[src/rtl/core/ccdd_pkg.sv]
// shared types, constants and codes for the delay detector
// depends on nothing
package ccdd_pkg;
   localparam int MaxWindow = 1024;
   localparam int AddrW     = $clog2(MaxWindow);
   localparam int CntW      = AddrW + 1;
   localparam int EnW       = 32 + CntW;
   localparam int AccW      = 32 + CntW;
   localparam int LagW      = 11;
   localparam int WideW     = 256;
   localparam int QDepth    = 4;
   localparam int QPtrW     = $clog2(QDepth);

   localparam logic [1:0] StFound   = 2'd0;
   localparam logic [1:0] StShort   = 2'd1;
   localparam logic [1:0] StSilent  = 2'd2;
   localparam logic [1:0] StWeak    = 2'd3;

   localparam logic [0:0] RegThr    = 1'b0;
   localparam logic [0:0] RegMinWin = 1'b1;

   typedef struct packed {
      logic signed [15:0] ref_sample;
      logic signed [15:0] meas_sample;
      logic               last;
   } req_type;

   typedef struct packed {
      logic signed [LagW-1:0] delay_samples;
      logic [1:0]             status;
   } rsp_type;

   // entry handed from front to back: close of one window
   typedef struct packed {
      logic [1:0]         kind;     // status if decided early, else StFound = search
      logic [CntW-1:0]    n;
      logic [EnW-1:0]     e_ref;
      logic [EnW-1:0]     e_meas;
      logic [14:0]        thr;
   } job_type;

   // control from back to front
   typedef struct packed {
      logic busy;   // back end not idle: lag search, threshold test or result
   } bctl_type;
endpackage

[src/rtl/core/ccdd_front.sv]
// front end: loads pairs, keeps count and energies, classifies a closed window
// depends on ccdd_pkg
module ccdd_front (
   input  logic                      clock,
   input  logic                      reset,
   input  logic                      acc,
   input  ccdd_pkg::req_type         req,
   input  logic [14:0]               thr,
   input  logic [10:0]               min_win,
   output logic                      we,
   output logic [ccdd_pkg::AddrW-1:0] waddr,
   output logic                      push,
   output ccdd_pkg::job_type         job
);
   logic [ccdd_pkg::CntW-1:0] cnt_ff, cnt_in;
   logic [ccdd_pkg::EnW-1:0]  er_ff, er_in, em_ff, em_in;
   logic [31:0]               sq_r, sq_m;
   logic                      room;

   assign room  = cnt_ff < ccdd_pkg::CntW'(ccdd_pkg::MaxWindow);
   assign we    = acc && room;
   assign waddr = cnt_ff[ccdd_pkg::AddrW-1:0];
   assign sq_r  = 32'($signed(req.ref_sample) * $signed(req.ref_sample));
   assign sq_m  = 32'($signed(req.meas_sample) * $signed(req.meas_sample));

   // window bookkeeping
   always_comb begin
      cnt_in = cnt_ff;
      er_in  = er_ff;
      em_in  = em_ff;
      if (we) begin
         cnt_in = cnt_ff + 1'b1;
         er_in  = er_ff + ccdd_pkg::EnW'(sq_r);
         em_in  = em_ff + ccdd_pkg::EnW'(sq_m);
      end
      job.n      = cnt_in;
      job.e_ref  = er_in;
      job.e_meas = em_in;
      job.thr    = thr;
      priority if (12'(cnt_in) < 12'(min_win)) begin
         job.kind = ccdd_pkg::StShort;
      end else if (er_in == '0 || em_in == '0) begin
         job.kind = ccdd_pkg::StSilent;
      end else begin
         job.kind = ccdd_pkg::StFound;
      end
      push = acc && req.last;
      if (push) begin
         cnt_in = '0;
         er_in  = '0;
         em_in  = '0;
      end
   end

   always_ff @(posedge clock) begin
      if (reset) begin
         cnt_ff <= '0;
         er_ff  <= '0;
         em_ff  <= '0;
      end else begin
         cnt_ff <= cnt_in;
         er_ff  <= er_in;
         em_ff  <= em_in;
      end
   end
endmodule

[config.mk]
export PLATFORM = sky130hd
export DESIGN_NAME = ccdd_front
export DESIGN_NICKNAME = d
export VERILOG_FILES = /design/src/rtl/core/ccdd_pkg.sv /design/src/rtl/core/ccdd_front.sv
export SDC_FILE = /design/constraint.sdc
export NUM_CORES = 2
export LEC_CHECK = 0
export ABC_CLOCK_PERIOD_IN_PS = 20300
export BUFFER_PORTS_ARGS = -buffer_cell sky130_fd_sc_hd__buf_2
export CAP_MARGIN = 0
export CORE_MARGIN = 5
export CORE_UTILIZATION = 35
export DETAILED_ROUTE_END_ITERATION = 10
export SETUP_SLACK_MARGIN = 0.1
export SYNTH_ARGS = -nofsm -noshare
export SYNTH_HDL_FRONTEND = slang
export SYNTH_SLANG_ARGS = --single-unit
[constraint.sdc]
create_clock -name clock -period 20.3 [get_ports clock]
set_input_delay 4.06 -clock clock [delete_from_list [all_inputs] [get_ports clock]]
set_output_delay 4.06 -clock clock [all_outputs]
set_load 0.02 [all_outputs]
==> qor.csv <==
stage,metric,value,unit
sta,worst-margin pin slew,1.14,ns
cts,Root Driver,clkbuf_16,
floorplanning,Die X,280,um
cells_and_area,Layout Cells excl Fill,3963,
synthesis,dominant cell type by area after synthesis,fa_1,
sta,Final TNS setup,0,ns
critical_path,CP max stage cell,fa_1,
place,RePlAce Congestion,0.901,
cts,hold_buf cts,0,
place,DP Cell Count,3946,
cts,CTS max path bufs,2,
place,Port Buffers,157,
cts,TritonCTS clock tree,yes,
synthesis,top-area cell type share of the netlist area,37.3,%
synthesis,top cells by instance count after synthesis,"717 x inv_1, 475 x fa_1, 258 x nand2_1",
critical_path,R2R Path End,er_ff[36],
job,Max-Cap Viols,0,
critical_path,CP startpoint,req[20],
synthesis,yosys warns,0,
synthesis,post-synthesis register bit count,97,
critical_path,Most common cell on crit path,fa_1,
synthesis,Post-synth ARST share,0,%
grt,first-pass GRT wire length,105000,um
sta,post-route clock period utilization,86.1,%
routing,drt first pass iters,5,
synthesis,syn avg cell area,8.71,um2
synthesis,number of synthesized flops with an enable pin,0,
sta,skew final,0.00918,ns
synthesis,Synth Net Count,3717,
grt,total track usage,16.5,%
sta,Fin. Hold Viols,0,
critical_path,crit end category,primary output,
grt,number of global-route vias before repair,19900,
routing,DR DRC count,0,
routing,Detail Route Antenna Nets,0,
place,HPWL after DPL,54100,um
sta,Relative slew margins,23.8,%
cts,Sink Count,97,
grt,largest net degree at the start of global routing,98,
cts,number of H-tree levels,3,
cells_and_area,Layout Nets,3788,
synthesis,Cell variety after synth,91,
routing,Vias,18800,
sta,"Slew Viols, Final",0,
critical_path,arrival time at the worst endpoint,13.42,ns
cts,worst-skew pair later-pin latency,0.36,ns
sta,RSZ-0062 raised after global routing,false,
floorplanning,die height,280,um
cells_and_area,area delta synth->final,7.17,%
floorplanning,total die area,78300,um2
cts,post-cts resize count,0,
synthesis,"count leader, synth",inv_1,
cts,total CTS buffers,9,
cts,"Reg clk slew, reported paths",0.07,ns
floorplanning,number of I/O pins,188,
synthesis,Synth area leaders,"fa_1 37%, ha_1 12%, inv_1 11%",
routing,DR vias/cell,4.74,
synthesis,Main synth FF type,dfxtp_1,
floorplanning,Core ar.,72600,um2
critical_path,"Req. time, crit path",16.24,ns
cells_and_area,layout cells sized above 1,7.23,%
floorplanning,row count,99,
routing,drt initial violations,763,
synthesis,sequential area share after synthesis,7.62,%
outcome,run status,"complete, no violations",
routing,Post-Route WL,62900,um
min_path,Hold Crit Class,reg2reg,
synthesis,Cells after Synth,2927,
grt,initial antenna violation count,1,
critical_path,max incr delay on CP,0.56,ns
critical_path,CP Max Fanout,14,
critical_path,r2r setup slk,16.61,ns
sta,Setup-failing EPs final,0,
floorplanning,Initial Util,35.1,%
grt,Overflow after GRT,0,
critical_path,worst r2r path cells,14,
routing,wire length per cell,15.9,um
synthesis,cell area after synthesis,25500,um2
sta,min cycle time layout,17.48,ns
critical_path,Reg-to-Reg Start,er_ff[0],
critical_path,Setup CP Type,in2out,
critical_path,category of the worst setup path launch point,input pin,
critical_path,CP Capture Point,job[113],
cts,postcts setup bufs,0,
sta,f_max,57.2,MHz
-- cells in the final DEF, fill, tap and decap left out, drive strengths merged, types with 22 or more instances in the layout --
cell type	instances
inv	718
xor2	59
nor2	158
and2	92
o21ai	66
mux2i	22
a21o	46
nand2	258
nand3	47
nor3	25
a21oi	113
ha	253
xnor2	103
dfxtp	97
fa	475
nor2b	65
buf	160
-- cell type report --
type / instances / area, um2
clock inverters: 5 / 38.8
multi-input cells: 2012 / 20400
diodes: 1 / 2.50
inverters: 718 / 2700
fillers: 7500 / 45300
clock buffers: 11 / 243
repair buffers: 160 / 808
flip-flops and latches: 97 / 1940
well taps: 959 / 1200
-- cells by family after synthesis --
logic type                 Yosys count  synth area share [%]
AOI/OAI and AO/OA                  358                  9.51
xor gates and xnor gates           162                  5.57
adders and majority gates          728                  49.7
DFF                                 97                  7.62
buffers and inverters              818                  12.4
and+or+nand+nor                    739                  14.1
muxes                               25                 0.997
-- worst max-delay path, delay by kind of cell --
kind                       cells  cell delay (ns)
buffers and inverters          5             0.89
AOI/OAI and AO/OA             11             2.43
adders and majority gates      8             3.67
and+or+nand+nor                9             1.95
xor gates and xnor gates       2             0.41
-- how the worst min path moves through the flow --
stage                  start       end  slack (ns)  depth (start not counted)
finish              er_ff[8]  er_ff[8]        0.53                          2
global route        em_ff[0]  em_ff[0]        0.57                          2
CTS                 er_ff[8]  er_ff[8]        0.53                          2
detailed placement  er_ff[8]  er_ff[8]        0.52                          2
global placement    er_ff[8]  er_ff[8]        0.51                          2
floorplan           em_ff[0]  em_ff[0]        0.47                          2
-- routing by layer --
metal | global-route usage (%) | share of wire [%] | vias to the layer above | wire, um
met5 | 0 | 0 | - | 0
li1 | - | - | 9146 | -
met3 | 3.22 | 6.0 | 53 | 3770
met4 | 2.75 | 1.4 | 0 | 894
met1 | 22.7 | 45 | 9221 | 28100
met2 | 27.7 | 48 | 375 | 30200
-- registers in the layout, indices dropped and copies added, names as in the netlist --
register	count
cnt_ff	11
em_ff	43
er_ff	43
-- per-stage QoR --
stage,instance area [um2],util (%),setup WS [ns],hold WS (ns)
6_report,27300,37.6,2.82,0.525
3_5_place_dp,27000,37.2,2.83,0.520
2_1_floorplan,25500,-,3.90,0.475
5_1_grt,27300,37.6,2.24,0.574
4_1_cts,27300,37.6,2.76,0.531
3_3_place_gp,27000,37.2,3.06,0.508
Power is not shown: default switching activity piles up to over one toggle a cycle in this logic, so the estimate is an artifact.
