`src/rtl/core/ccdd_pkg.sv`:
```
// shared types, constants and codes for the delay detector
// depends on nothing
package ccdd_pkg;
   localparam int MaxWindow = 1024;
   localparam int AddrW     = $clog2(MaxWindow);
   localparam int CntW      = AddrW + 1;
   localparam int EnW       = 32 + CntW;
   localparam int AccW      = 32 + CntW;
   localparam int LagW      = 11;
   localparam int WideW     = 256;
   localparam int QDepth    = 4;
   localparam int QPtrW     = $clog2(QDepth);

   localparam logic [1:0] StFound   = 2'd0;
   localparam logic [1:0] StShort   = 2'd1;
   localparam logic [1:0] StSilent  = 2'd2;
   localparam logic [1:0] StWeak    = 2'd3;

   localparam logic [0:0] RegThr    = 1'b0;
   localparam logic [0:0] RegMinWin = 1'b1;

   typedef struct packed {
      logic signed [15:0] ref_sample;
      logic signed [15:0] meas_sample;
      logic               last;
   } req_type;

   typedef struct packed {
      logic signed [LagW-1:0] delay_samples;
      logic [1:0]             status;
   } rsp_type;

   // entry handed from front to back: close of one window
   typedef struct packed {
      logic [1:0]         kind;     // status if decided early, else StFound = search
      logic [CntW-1:0]    n;
      logic [EnW-1:0]     e_ref;
      logic [EnW-1:0]     e_meas;
      logic [14:0]        thr;
   } job_type;

   // control from back to front
   typedef struct packed {
      logic busy;   // back end not idle: lag search, threshold test or result
   } bctl_type;
endpackage

```
`src/rtl/core/ccdd_queue.sv`:
```
// short queue of closed windows between front and back
// depends on ccdd_pkg
module ccdd_queue (
   input  logic              clock,
   input  logic              reset,
   input  logic              push,
   input  ccdd_pkg::job_type din,
   input  logic              pop,
   output logic              empty,
   output ccdd_pkg::job_type dout
);
   ccdd_pkg::job_type            q_ff [ccdd_pkg::QDepth];
   logic [ccdd_pkg::QPtrW-1:0]   wp_ff, rp_ff;
   logic [ccdd_pkg::QPtrW:0]     cnt_ff;

   assign empty = cnt_ff == '0;
   assign dout  = q_ff[rp_ff];

   // pointer and count update
   always_ff @(posedge clock) begin
      if (reset) begin
         wp_ff  <= '0;
         rp_ff  <= '0;
         cnt_ff <= '0;
      end else begin
         if (push) wp_ff <= wp_ff + 1'b1;
         if (pop)  rp_ff <= rp_ff + 1'b1;
         cnt_ff <= cnt_ff + (ccdd_pkg::QPtrW+1)'(push) - (ccdd_pkg::QPtrW+1)'(pop);
      end
   end

   always_ff @(posedge clock) begin
      if (push) q_ff[wp_ff] <= din;
   end
endmodule

```
`config.mk`:
```
export PLATFORM = sky130hd
export DESIGN_NAME = ccdd_queue
export DESIGN_NICKNAME = d
export VERILOG_FILES = /design/src/rtl/core/ccdd_pkg.sv /design/src/rtl/core/ccdd_queue.sv
export SDC_FILE = /design/constraint.sdc
export NUM_CORES = 1
export LEC_CHECK = 0
export BUFFER_PORTS_ARGS = -buffer_cell sky130_fd_sc_hd__buf_2
export CAP_MARGIN = 20
export CORE_MARGIN = 5
export CORE_UTILIZATION = 44
export DETAILED_ROUTE_END_ITERATION = 8
export PLACE_DENSITY_LB_ADDON = 0.08
export SLEW_MARGIN = 20
export SYNTH_ARGS = -nofsm -noshare
export SYNTH_HDL_FRONTEND = slang
export SYNTH_SLANG_ARGS = --single-unit
```
`constraint.sdc`:
```
create_clock -name clock -period 5.9 [get_ports clock]
set_input_delay 0.295 -clock clock [delete_from_list [all_inputs] [get_ports clock]]
set_output_delay 0.295 -clock clock [all_outputs]
set_load 0.005 [all_outputs]
```
==> key figures <==
Status
  – Run status: finished clean

Yosys
  – Synth Area in Compound Gates: 0.08888%
  – Mux contribution to synthesized area: 15.26%
  – Distinct cells, synth: 20
  – Sequential area share after synthesis: 82.12%
  – Cells after synthesis: 637
  – Syn nets: 762
  – Yosys Warn Count: 0
  – Synth Area in Simple Gates: 0.4073%
  – Post-synthesis xor/xnor area fraction: 0.2444%
  – Mapped Area: 16890 um^2
  – Post-Synth Adder-Cell Area: 0.5629%
  – Largest family of logic cells by synthesized area: multiplexers
  – Synthesized area per cell: 26.52 um^2
  – #FFs+latches synth: 465

Clock tree
  – Clock slew at reported path FFs: 0.05 ns
  – CTS resizes: 0
  – TritonCTS clock tree: done
  – Setup Fix Bufs, Post-CTS: 0
  – Clk buf depth: 3
  – # clock sinks: 465
  – CTS H-tree lvls: 2
  – Root Buffer: clkbuf_16
  – TritonCTS Buffers: 48
  – Clk_lat worst skew: 0.55 ns
  – Hold-fix buffers, CTS: 115

Min path
  – Hold Path Depth: 3
  – Hold path start: pop
  – HP Class: in -> reg

Timing
  – Clock skew: 0.01610 ns
  – Worst-Margin Slew: 0.9996 ns
  – Period utilisation layout: 52.82%
  – Slew headroom: 33.36%
  – Setup TNS Final: 0 ns
  – Fin. Hold Viols: 0
  – Unrepaired setup endpoints after global routing: no
  – Finish-stage setup viols: 0
  – Min Tclk post-route: 3.117 ns
  – Final Max Slew Viols: 0
  – Fmax achieved: 320.9 MHz

Detailed routing
  – Antenna viol nets, final: 0
  – DRT Wirelength: 33820 um
  – Vias/cell: 5.061
  – WL/cell: 21.68 um
  – Initial drt markers: 416
  – DRC violation count after routing: 0
  – Vias: 7895
  – Drt pass-1 iters: 4

Power
  – Int Power: 5.697 mW
  – Clock group share of total power: 37.0%
  – Sequential share of power: 53.5%
  – Maximum vdd drop: 0.2282 mV
  – Psw: 1.504 mW
  – Comb pwr share: 9.6%
  – Net Sw Frac: 20.89%
  – LEAKAGE: 7.132 nW
  – PD cells: 340.5 nW/um^2

Global routing
  – First-pass GRT wire length: 51220 um
  – All-Layer GR Usage: 16.00%
  – Initial antenna violation count: 4
  – Number of global-route vias before repair: 8849
  – Largest net degree at the start of global routing: 70
  – Grt ovf: 0

Placement
  – Placed Area: 18600 um^2
  – GP Congestion: 0.7282
  – Number of instances in the placed design: 1361
  – Input/output buffers: 232
  – Dpl hpwl: 19690 um

Critical path
  – CP max FO: 69
  – Critical path type: reg -> out
  – Worst path max stage delay: 0.63 ns
  – R2R depth: 3
  – Slowest stage cell, crit path: dfxtp_4
  – Crit end category: primary output
  – Worst-path cell chain: buf_16, buf_12, mux4_2, buf_2
  – Critical Path RT: 5.61 ns
  – Startpoint types: flip-flop
  – R2R Path Start: wp_ff[0]
  – Endpoint arrival time on the critical path: 2.82 ns

Floorplan
  – Die height: 205.9 um
  – Initial Util: 44.75%
  – Core area: 37760 um^2
  – IO Count: 233
  – Num rows: 71
  – Die X: 205.9 um
  – Total die area: 42410 um^2

Layout
  – Non-Filler Instances: 1560
  – Share of layout cells above drive strength 1: 39.31%
  – Design Area, Final: 21150 um^2
  – # nets final: 1141
  – Fill count: 2910
  – Syn-to-layout area delta: 25.18%

Job
  – Maximum Capacitance Violations: 0
-- layer usage --
layer | up-vias | track usage [%] | part of all wire [%]
met4 | 6 | 5.014 | 2.1
met1 | 4114 | 20.05 | 40
met3 | 56 | 3.970 | 6.2
met2 | 219 | 27.67 | 52
li1 | 3500 | - | -
met5 | - | 0 | 0.12
-- cells in the mapped netlist, drive strengths merged --
master | instances | area (um^2)
xor3 | 1 | 23.77
nor2b | 2 | 12.51
xnor2 | 2 | 17.52
inv | 6 | 22.52
and2 | 4 | 25.02
edfxtp | 456 | 13690
buf | 21 | 181.4
mux2i | 1 | 10.01
clkbuf | 5 | 18.77
mux4 | 114 | 2567
nand3b | 1 | 7.510
fa | 1 | 20.02
a21oi | 1 | 5.000
nor2 | 5 | 18.77
ha | 6 | 75.07
dfxtp | 9 | 180.2
a21bo | 1 | 10.01
nor3 | 1 | 5.000
-- stage by stage --
stage                     utilization (%)  hold slack [ns]  worst slack, ns  total power, mW
after floorplan                         -           0.3666            2.247            4.273
after global placement              49.18           0.4989            3.124            4.536
after detailed placement            49.26           0.5104            3.100            4.563
after CTS                           55.93          0.04470            2.484            7.311
after global routing                56.01          0.08323            2.538            7.510
final                               56.01          0.08271            2.783            7.200
-- flip-flops by register name, summed over array words and instances (netlist names), named ones only --
signal and count:
cnt_ff 3, wp_ff 2, rp_ff 2, q_ff 456
-- final cells by class --
cell class,instances,area [um^2],share of cell area [%]
flip-flops and latches,465,13880,65.64
multi-input cells,140,2808,13.28
repair buffers,355,2425,11.47
clock buffers,71,1329,6.283
well taps,511,639.4,3.023
clock inverters,11,41.29,0.1952
inverters,6,22.52,0.1065
diodes,1,2.502,0.01183
-- final timing paths --
kind / to / slack (ns)
hold / removal: flip-flop / 0.08
setup reg to reg: q_ff[1][55] / 3.31
hold reg to reg: flip-flop / 0.55
setup / recovery: dout[61] / 2.78
-- critical path: cells and delay by family, from the launching register on --
| family | cells | cell delay (ns) |
|---|---|---|
| multiplexers | 1 | 0.60 |
| buffers and inverters | 3 | 0.92 |
| flip-flops | 1 | 0.63 |
-- cells in the final DEF (no fill, tap or decap) --
cell / synthesis / layout
xnor2_1: 2 / 2
ha_1: 6 / 6
buf_12: 0 / 1
and2_4: 0 / 4
mux4_2: 114 / 114
dlygate4sd3_1: 0 / 115
fa_1: 1 / 1
dfxtp_1: 9 / 7
nor3_1: 1 / 1
buf_16: 0 / 2
clkinv_1: 0 / 11
clkbuf_16: 0 / 49
clkbuf_8: 0 / 2
nor2_1: 5 / 5
edfxtp_1: 456 / 456
mux2i_1: 1 / 1
buf_4: 0 / 5
a21bo_2: 1 / 1
xor3_1: 1 / 1
nand3b_1: 1 / 1
a21oi_1: 1 / 1
nor2b_1: 2 / 2
buf_2: 13 / 232
dfxtp_4: 0 / 2
diode_2: 0 / 1
inv_1: 6 / 6
clkbuf_1: 5 / 20
-- power groups by stage --
| stage | clock (mW) | combinational (mW) | sequential [mW] |
|---|---|---|---|
| floorplan | 0 | 0.366 | 3.91 |
| global route | 2.89 | 0.754 | 3.86 |
| detailed placement | 0 | 0.630 | 3.93 |
| finish | 2.66 | 0.689 | 3.85 |
| global placement | 0 | 0.606 | 3.93 |
| CTS | 2.75 | 0.699 | 3.86 |
-- logic make-up after synthesis --
| family | Yosys count |
|---|---|
| XOR/XNOR | 3 |
| flip-flops | 465 |
| adder cells (fa/ha/maj) | 7 |
| buffers and inverters | 32 |
| AO/OA/AOI/OAI | 2 |
| AND/OR/NAND/NOR | 13 |
| multiplexers | 115 |
Note: power is estimated with default switching activity, not from simulation.
